### src/sv/ssas_pkg.sv
// Shared types and constants for the stream substring / set search block.
// No dependencies.
`default_nettype none

package ssas_pkg;

   // Search modes held in the mode register
   typedef enum logic [1:0] {
      MODE_SUBSTR  = 2'd0,
      MODE_ANY_OF  = 2'd1,
      MODE_NONE_OF = 2'd2
   } search_mode_type;

   // CSR register indexes
   localparam logic [2:0] CSR_SEARCH_MODE   = 3'd0;
   localparam logic [2:0] CSR_PATTERN_LEN   = 3'd1;
   localparam logic [2:0] CSR_PATTERN_LOW   = 3'd2;
   localparam logic [2:0] CSR_PATTERN_HIGH  = 3'd3;
   localparam logic [2:0] CSR_START_POS     = 3'd4;

   localparam int CSR_DATA_BITS  = 64;
   localparam int PAT_SLOT_BITS  = 16;
   localparam int TEXT_BITS      = 16;
   localparam int POS_BITS       = 16;
   localparam int LEN_BITS       = 4;

   // Per-beat control handed from the top level to every cell
   typedef struct packed {
      logic update;   // a text beat is accepted this cycle
      logic clear;    // drop the prefix bit (below start or end of text)
      logic advance;  // substring mode: shift the prefix chain
   } cell_ctl_type;

endpackage

`default_nettype wire

### src/sv/ssas_cell.sv
// One cell of the prefix-match chain: compares the text character with one
// pattern character and holds the prefix-match bit for that position.
// Depends on ssas_pkg.
`default_nettype none

module ssas_cell (
   input  wire logic                               clock,
   input  wire logic                               reset,
   input  wire ssas_pkg::cell_ctl_type             ctl,
   input  wire logic [ssas_pkg::TEXT_BITS-1:0]     text_char,
   input  wire logic [ssas_pkg::TEXT_BITS-1:0]     pat_char,
   input  wire logic                               in_use,
   input  wire logic                               prev_match,
   output logic                                    char_eq,
   output logic                                    match_next,
   output logic                                    match_q
);

   logic match_ff;
   logic match_in;

   assign char_eq    = in_use && (text_char == pat_char);
   assign match_next = prev_match && char_eq;
   assign match_q    = match_ff;

   always_comb begin
      match_in = match_ff;
      if (ctl.update) begin
         if (ctl.clear) begin
            match_in = 1'b0;
         end else if (ctl.advance) begin
            match_in = match_next;
         end
      end
   end

   always_ff @(posedge clock) begin
      if (reset) begin
         match_ff <= 1'b0;
      end else begin
         match_ff <= match_in;
      end
   end

endmodule

`default_nettype wire

### src/sv/stream_substring_and_set_search.sv
// Streaming substring / character-set search, top level.
// Depends on ssas_pkg and ssas_cell.
//
// Usage:
//   Text enters on the req_ channel, one 16-bit character per beat, with
//   req_final_char set on the last character. CSRs (mode, pattern length,
//   pattern characters, start position) are written through csr_write /
//   csr_index / csr_wdata while no text is in flight.
//   At most one beat per text leaves on rsp_: the first hit (rsp_found = 1,
//   rsp_hit_position = index of the hit, for substring mode the index of the
//   first matched character), or, if no hit by the last character, a
//   not-found beat (rsp_found = 0, position 0) with that last character.
//   Throughput: one character per cycle. Latency: the result beat is valid
//   the cycle after the character that causes it is accepted. The pattern
//   is checked by a row of MAX_PATTERN cells, one per pattern position, each
//   passing its prefix-match bit to its neighbor every substring-mode beat.
//   A single output register holds the result; while it is stalled by
//   rsp_ready low, req_ready drops, and it rises again in the cycle the
//   held beat is taken.
//   Reset (synchronous) clears CSRs to zero, the character index, the
//   prefix bits and the hit flag; no clearing pass is needed.
`default_nettype none

module stream_substring_and_set_search #(
   parameter int MAX_PATTERN = 8,
   parameter int MAX_TEXT    = 65536,
   parameter int CHAR_BITS   = 16
) (
   input  wire logic                                   clock,
   input  wire logic                                   reset,
   input  wire logic                                   req_valid,
   output logic                                        req_ready,
   input  wire logic [ssas_pkg::TEXT_BITS-1:0]         req_text_char,
   input  wire logic                                   req_final_char,
   output logic                                        rsp_valid,
   input  wire logic                                   rsp_ready,
   output logic                                        rsp_found,
   output logic [ssas_pkg::POS_BITS-1:0]               rsp_hit_position,
   input  wire logic                                   csr_write,
   input  wire logic [2:0]                             csr_index,
   input  wire logic [ssas_pkg::CSR_DATA_BITS-1:0]     csr_wdata
);

   localparam int IDX_BITS = $clog2(MAX_TEXT);
   localparam int CMP_BITS = (CHAR_BITS < ssas_pkg::TEXT_BITS) ? CHAR_BITS
                                                               : ssas_pkg::TEXT_BITS;
   localparam logic [ssas_pkg::TEXT_BITS-1:0] CHAR_MASK =
      ssas_pkg::TEXT_BITS'((64'd1 << CMP_BITS) - 64'd1);
   localparam logic [IDX_BITS-1:0] IDX_LAST = IDX_BITS'(MAX_TEXT - 1);
   localparam logic signed [18:0] TEXT_MOD = 19'(MAX_TEXT);
   // 2^32 mod MAX_TEXT: a 32-bit unsigned underflow of the hit position
   localparam logic signed [18:0] WRAP_REM = 19'((64'd1 << 32) % MAX_TEXT);

   // CSRs
   logic [1:0]                               mode_ff;
   logic [ssas_pkg::LEN_BITS-1:0]            len_ff;
   logic [ssas_pkg::CSR_DATA_BITS-1:0]       pat_lo_ff;
   logic [ssas_pkg::CSR_DATA_BITS-1:0]       pat_hi_ff;
   logic [ssas_pkg::POS_BITS-1:0]            start_ff;

   // Text state
   logic [IDX_BITS-1:0]                      idx_ff;
   logic [IDX_BITS-1:0]                      idx_in;
   logic                                     hit_reported_ff;
   logic                                     hit_reported_in;

   // Output register
   logic                                     rsp_valid_ff;
   logic                                     rsp_valid_in;
   logic                                     rsp_found_ff;
   logic                                     rsp_found_in;
   logic [ssas_pkg::POS_BITS-1:0]            rsp_pos_ff;
   logic [ssas_pkg::POS_BITS-1:0]            rsp_pos_in;

   logic                                     req_fire;
   logic [ssas_pkg::TEXT_BITS-1:0]           text_masked;
   logic [ssas_pkg::LEN_BITS-1:0]            n_eff;
   logic [ssas_pkg::LEN_BITS-1:0]            n_m1;
   logic                                     qualified;
   logic                                     substr_hit;
   logic                                     hit;
   logic                                     emit;
   logic [ssas_pkg::POS_BITS-1:0]            hit_pos;
   logic [2*ssas_pkg::CSR_DATA_BITS-1:0]     pat_all;
   ssas_pkg::search_mode_type                mode;
   ssas_pkg::cell_ctl_type                   cell_ctl;

   logic [MAX_PATTERN-1:0]                   eq_vec;
   logic [MAX_PATTERN-1:0]                   match_next_vec;
   logic [MAX_PATTERN-1:0]                   match_vec;
   logic [MAX_PATTERN-1:0]                   used_vec;
   logic [MAX_PATTERN-1:0]                   tail_vec;

   assign req_fire    = req_valid && req_ready;
   assign req_ready   = !rsp_valid_ff || rsp_ready;
   assign text_masked = req_text_char & CHAR_MASK;
   assign pat_all     = {pat_hi_ff, pat_lo_ff};
   assign mode        = ssas_pkg::search_mode_type'(mode_ff);

   assign n_eff = (len_ff > ssas_pkg::LEN_BITS'(MAX_PATTERN)) ?
                  ssas_pkg::LEN_BITS'(MAX_PATTERN) : len_ff;
   assign n_m1  = n_eff - ssas_pkg::LEN_BITS'(1);

   assign qualified = ssas_pkg::POS_BITS'(idx_ff) >= start_ff;

   assign cell_ctl.update  = req_fire;
   assign cell_ctl.clear   = req_final_char || !qualified;
   assign cell_ctl.advance = (mode == ssas_pkg::MODE_SUBSTR);

   // Row of cells; cell k sees the prefix bit of cell k-1 from the last beat
   for (genvar k = 0; k < MAX_PATTERN; k++) begin : g_cell
      logic prev_bit;

      assign used_vec[k] = ssas_pkg::LEN_BITS'(k) < n_eff;
      assign tail_vec[k] = ssas_pkg::LEN_BITS'(k + 1) == n_eff;

      if (k == 0) begin : g_head
         assign prev_bit = 1'b1;
      end else begin : g_link
         assign prev_bit = match_vec[k-1];
      end

      ssas_cell u_cell (
         .clock      (clock),
         .reset      (reset),
         .ctl        (cell_ctl),
         .text_char  (text_masked),
         .pat_char   (pat_all[k*ssas_pkg::PAT_SLOT_BITS +: ssas_pkg::PAT_SLOT_BITS]
                      & CHAR_MASK),
         .in_use     (used_vec[k]),
         .prev_match (prev_bit),
         .char_eq    (eq_vec[k]),
         .match_next (match_next_vec[k]),
         .match_q    (match_vec[k])
      );
   end

   assign substr_hit = |(match_next_vec & tail_vec);

   always_comb begin
      hit = 1'b0;
      if (qualified) begin
         unique case (mode)
            ssas_pkg::MODE_SUBSTR:  hit = substr_hit;
            ssas_pkg::MODE_ANY_OF:  hit = |eq_vec;
            ssas_pkg::MODE_NONE_OF: hit = ~|eq_vec;
            default:                hit = 1'b0;
         endcase
      end
   end

   // Hit position: substring start is index - (n-1), modulo the text size
   always_comb begin
      logic signed [18:0] diff;
      logic signed [18:0] v;
      diff = 19'(idx_ff) + TEXT_MOD - 19'(n_m1);
      v    = (diff < 0) ? (WRAP_REM + diff) : diff;
      for (int i = 0; i < 4; i++) begin
         if (v < 0) begin
            v = v + TEXT_MOD;
         end
      end
      if (v >= TEXT_MOD) begin
         v = v - TEXT_MOD;
      end
      if (mode == ssas_pkg::MODE_SUBSTR) begin
         hit_pos = v[ssas_pkg::POS_BITS-1:0];
      end else begin
         hit_pos = ssas_pkg::POS_BITS'(idx_ff);
      end
   end

   assign emit = req_fire && !hit_reported_ff && (hit || req_final_char);

   always_comb begin
      idx_in          = idx_ff;
      hit_reported_in = hit_reported_ff;
      if (req_fire) begin
         if (req_final_char) begin
            idx_in          = '0;
            hit_reported_in = 1'b0;
         end else begin
            idx_in = (idx_ff == IDX_LAST) ? '0 : idx_ff + IDX_BITS'(1);
            if (emit && hit) begin
               hit_reported_in = 1'b1;
            end
         end
      end
   end

   always_comb begin
      rsp_valid_in = rsp_valid_ff;
      rsp_found_in = rsp_found_ff;
      rsp_pos_in   = rsp_pos_ff;
      if (emit) begin
         rsp_valid_in = 1'b1;
         rsp_found_in = hit;
         rsp_pos_in   = hit ? hit_pos : '0;
      end else if (rsp_ready) begin
         rsp_valid_in = 1'b0;
      end
   end

   always_ff @(posedge clock) begin
      if (reset) begin
         idx_ff          <= '0;
         hit_reported_ff <= 1'b0;
         rsp_valid_ff    <= 1'b0;
      end else begin
         idx_ff          <= idx_in;
         hit_reported_ff <= hit_reported_in;
         rsp_valid_ff    <= rsp_valid_in;
      end
   end

   always_ff @(posedge clock) begin
      rsp_found_ff <= rsp_found_in;
      rsp_pos_ff   <= rsp_pos_in;
   end

   always_ff @(posedge clock) begin
      if (reset) begin
         mode_ff   <= '0;
         len_ff    <= '0;
         pat_lo_ff <= '0;
         pat_hi_ff <= '0;
         start_ff  <= '0;
      end else if (csr_write) begin
         unique case (csr_index)
            ssas_pkg::CSR_SEARCH_MODE:  mode_ff   <= csr_wdata[1:0];
            ssas_pkg::CSR_PATTERN_LEN:  len_ff    <= csr_wdata[ssas_pkg::LEN_BITS-1:0];
            ssas_pkg::CSR_PATTERN_LOW:  pat_lo_ff <= csr_wdata;
            ssas_pkg::CSR_PATTERN_HIGH: pat_hi_ff <= csr_wdata;
            ssas_pkg::CSR_START_POS:    start_ff  <= csr_wdata[ssas_pkg::POS_BITS-1:0];
            default: ;
         endcase
      end
   end

   assign rsp_valid        = rsp_valid_ff;
   assign rsp_found        = rsp_found_ff;
   assign rsp_hit_position = rsp_pos_ff;

`ifndef NO_ASSERTIONS
   // End of text returns the per-text state to zero
   a_text_end_clears: assert property (@(posedge clock) disable iff (reset)
      req_fire && req_final_char |=> (idx_ff == '0) && !hit_reported_ff && (match_vec == '0))
      else $error("per-text state not cleared after final beat");

   // Once a hit is out, no further beat is produced for this text
   a_single_report: assert property (@(posedge clock) disable iff (reset)
      req_fire && hit_reported_ff |-> !emit)
      else $error("second result beat for one text");

   // Characters before the start position leave no prefix bits behind
   a_below_start_clear: assert property (@(posedge clock) disable iff (reset)
      req_fire && !qualified |=> (match_vec == '0))
      else $error("prefix bits set below start position");

   // Input is only throttled by a held result beat
   a_ready_backpressure: assert property (@(posedge clock) disable iff (reset)
      !req_ready |-> rsp_valid_ff && !rsp_ready)
      else $error("req_ready low without stalled result");
`endif

endmodule

`default_nettype wire
### config.mk
export PLATFORM = sky130hd
export DESIGN_NAME = stream_substring_and_set_search
export DESIGN_NICKNAME = d
export VERILOG_FILES = /design/src/sv/ssas_pkg.sv /design/src/sv/ssas_cell.sv /design/src/sv/stream_substring_and_set_search.sv
export SDC_FILE = /design/constraint.sdc
export NUM_CORES = 1
export LEC_CHECK = 0
export ABC_CLOCK_PERIOD_IN_PS = 5200
export BUFFER_PORTS_ARGS = -buffer_cell sky130_fd_sc_hd__buf_4
export CAP_MARGIN = 20
export CORE_UTILIZATION = 41
export CTS_CLUSTER_DIAMETER = 50
export DETAILED_ROUTE_END_ITERATION = 8
export PLACE_DENSITY_LB_ADDON = 0.1
export SLEW_MARGIN = 30
export SYNTH_ARGS = -nofsm -noshare
export SYNTH_HDL_FRONTEND = slang
export SYNTH_SLANG_ARGS = --single-unit
### constraint.sdc
create_clock -name clock -period 5.2 [get_ports clock]
set_input_delay 0.52 -clock clock [delete_from_list [all_inputs] [get_ports clock]]
set_output_delay 0.52 -clock clock [all_outputs]
set_load 0.01 [all_outputs]
==> flow_metrics.env <==
export IMPL_synth_lib_cells_used_distinct=55
export IMPL_final_cell_count_no_fill=1522
export IMPL_min_period_ns=3.48
export IMPL_flow_area_growth_from_synthesis_pct=15.6
export IMPL_synth_main_ff_cell="sky130_fd_sc_hd__dfxtp_1"
export IMPL_crit_buf_inv=2
export IMPL_setup_worst_path_end_class="flip-flop"
export IMPL_cts_htree_levels=4
export IMPL_antenna_left=0
export IMPL_fin_skew_ns=0.0133
export IMPL_period_share=0.669
export IMPL_cts_buffer_depth=2
export IMPL_synth_seq_cells=192
export IMPL_grt_pass1_vias=7567
export IMPL_max_cap_violations=0
export IMPL_crit_path_start_kind="flip-flop"
export IMPL_synthDominantCellAreaShare=0.371
export IMPL_fin_setup_tns_ns=0
export IMPL_clock_tree_from_tritoncts="done"
export IMPL_nNetsFinal=1341
export IMPL_pin_count_of_the_biggest_net_entering_global_routing=95
export IMPL_worstMarginPinSlew_ns=0.876
export IMPL_final_hold_viol_count=0
export IMPL_post_synth_cell_area_avg_um2=8.11
export IMPL_detailroute_via_count=7874
export IMPL_path_max_fanout=17
export IMPL_critPathMaxStageDelay_ns=0.41
export IMPL_clock_insertion_delay_worst_skew_ns=0.44
export IMPL_syn_instance_count=1165
export IMPL_ys_top_cells_by_count="318 x sky130_fd_sc_hd__nand2_1, 175 x sky130_fd_sc_hd__dfxtp_1, 160 x sky130_fd_sc_hd__a21oi_1"
export IMPL_max_slew_margin=0.416
export IMPL_yosysTopAreaCell="sky130_fd_sc_hd__dfxtp_1"
export IMPL_dp_final_hpwl_um=18800
export IMPL_n_antenna_cell=0
export IMPL_critical_path_cell_chain="nand2b_1, ha_1, nor2b_1, o2111ai_1, or3_1, nor4_1, nor4_1, nand3_1, o211ai_2, buf_4, a211oi_2, buf_4"
export IMPL_place_gp_congestion=0.890
export IMPL_irDropWorstVdd_mv=0.150
export IMPL_die_area_um2=23700
export IMPL_grt_antenna_before_repair=0
export IMPL_drc=0
export IMPL_drive_gt1_frac=0.131
export IMPL_syn_area_um2=9450
export IMPL_via_per_inst=5.17
export IMPL_design_core_area_um2=22600
export IMPL_grt_usage=0.234
export IMPL_rows=55
export IMPL_num_cts_buffers=17
export IMPL_placedInstanceArea_um2=10300
export IMPL_critical_path_class="flip-flop to flip-flop"
export IMPL_placement_io_buffers=107
export IMPL_max_freq_ghz=0.288
export IMPL_drt_pass1_iter_count=4
export IMPL_crit_path_top_delay_cell="sky130_fd_sc_hd__dfxtp_1"
export IMPL_wire_length_of_the_first_global_routing_pass_um=42600
export IMPL_ctsHoldBuffers=0
export IMPL_synth_edff_count=17
export IMPL_cellLeakagePower_nw=4.19
export IMPL_die_height_um=154
export IMPL_cts_repair_resized=0
export IMPL_seq_area_frac_synth=0.425
export IMPL_post_cts_repair_setup_buffers=0
export IMPL_final_setup_viol_count=0
export IMPL_grt_ovfl_total=0
export IMPL_ys_async_sr_fraction=0
export IMPL_synthTopCellsByArea="sky130_fd_sc_hd__dfxtp_1 37%, sky130_fd_sc_hd__nand2_1 13%, sky130_fd_sc_hd__xor2_1 8.8%"
export IMPL_routed_wirelength_um=27000
export IMPL_wl_per_cell_um=17.7
export IMPL_initial_core_util=0.417
export IMPL_crit_arrival_ns=3.60
export IMPL_synthMostInstantiatedCell="sky130_fd_sc_hd__nand2_1"
export IMPL_nFillCells=2279
export IMPL_timing_final_max_slew_violations=0
export IMPL_worst_hold_path_type="primary input to flip-flop"
export IMPL_die_width_um=154
export IMPL_power_density_nw_per_um2=294
export IMPL_design_power_total_mw=3.22
export IMPL_cts_root_buffer="sky130_fd_sc_hd__clkbuf_16"
export IMPL_io_pins=108
export IMPL_final_standard_cell_utilization_of_the_core=0.482
export IMPL_synthesized_netlist_net_count=1282
export IMPL_dp_cells=1490
export IMPL_run_status="finished clean"
export IMPL_yosysWarningCount=0
export IMPL_numClockSinks=192
export IMPL_post_place_ws_ns=1.74
export IMPL_number_of_design_rule_violations_left_by_the_first_detailed_router_iteration=428
export IMPL_worst_endpoint_required_ns=5.32
export IMPL_stdcell_area_um2=10900
export IMPL_postLayoutSetupSlackWorst_ns=1.72
export IMPL_critical_path_top_delay_family="simple AND/OR/NAND/NOR gates"
export IMPL_worst_setup_hold_path_clk_slew_ns=0.07
export IMPL_grt_setup_unrepaired="false"
export IMPL_final_hold_worst_slack_ns=0.329
-- final timing paths --
| kind | from | endpoint | cells after the start | slack (ns) |
|---|---|---|---|---|
| min | csr_wdata[60] | pat_hi_ff[60] | 3 | 0.33 |
| max reg2reg | len_ff[3] | rsp_hit_position[15] | 12 | 1.72 |
| max | len_ff[3] | rsp_hit_position[15] | 12 | 1.72 |
| min reg2reg | start_ff[6] | start_ff[6] | 2 | 0.46 |
-- flip-flops by register name (all words and copies together), names as in the netlist --
signal                 flops
g_cell.u_cell.match_q      7
hit_reported_ff            1
idx_ff                    16
len_ff                     4
mode                       2
pat_hi_ff                 64
pat_lo_ff                 64
rsp_found                  1
rsp_hit_position          16
rsp_valid                  1
start_ff                  16
-- layer usage --
layer	up-vias	GRT usage	wire, um
met1	3724	0.303	12400
met3	30	0.0423	939
met2	162	0.399	13200
met5	-	0	0
li1	3958	-	-
met4	0	0.0667	435
-- cells by family (layout without fill, tap and decap cells) --
logic type / count (synthesis) / after routing / synth area share
AND/OR/NAND/NOR: 479 / 479 / 0.219
flip-flops: 192 / 192 / 0.425
AO/OA/AOI/OAI: 201 / 201 / 0.119
buffers and inverters: 106 / 178 / 0.0505
multiplexers: 6 / 6 / 0.00636
adder cells (fa/ha/maj): 28 / 28 / 0.0379
XOR/XNOR: 153 / 153 / 0.142
-- report_power, final --
part	switching (mW)	internal, mW	leakage [nW]
combinational	0.193	0.131	2.33
clock	0.611	0.734	0.281
sequential	0.0224	1.52	1.58
total	0.827	2.39	4.19
-- cell usage in the layout, fill, tap and decap left out, types with 7 or more instances in the layout --
master | synthesis | layout
sky130_fd_sc_hd__nand2_1 | 318 | 318
sky130_fd_sc_hd__dfxtp_1 | 175 | 175
sky130_fd_sc_hd__a21oi_1 | 160 | 160
sky130_fd_sc_hd__buf_4 | 16 | 113
sky130_fd_sc_hd__xor2_1 | 95 | 95
sky130_fd_sc_hd__xnor2_1 | 58 | 58
sky130_fd_sc_hd__nor2_1 | 48 | 48
sky130_fd_sc_hd__inv_1 | 32 | 32
sky130_fd_sc_hd__ha_1 | 27 | 27
sky130_fd_sc_hd__nor4_1 | 26 | 26
sky130_fd_sc_hd__nand3_1 | 24 | 23
sky130_fd_sc_hd__clkbuf_16 | 0 | 17
sky130_fd_sc_hd__edfxtp_1 | 17 | 17
sky130_fd_sc_hd__nor3_1 | 13 | 13
sky130_fd_sc_hd__nand4_1 | 12 | 12
sky130_fd_sc_hd__a21o_1 | 7 | 7
sky130_fd_sc_hd__o21ai_0 | 7 | 7
-- area by class of cell --
cell class,count,area [um^2],share of cell area
multi-input combinational,867,4980,0.456
sequential,192,4010,0.367
timing repair buffer,114,860,0.0787
clock buffer,20,447,0.0409
tap,285,357,0.0326
clock inverter,12,146,0.0134
inverter,32,120,0.0110
-- worst min-delay path: cells and delay by family --
kind,cells,cell delay (ns)
buf+inv,1,0.11
simple gates,1,0.05
compound gates,1,0.05
Power figures use the tool's default switching activity.
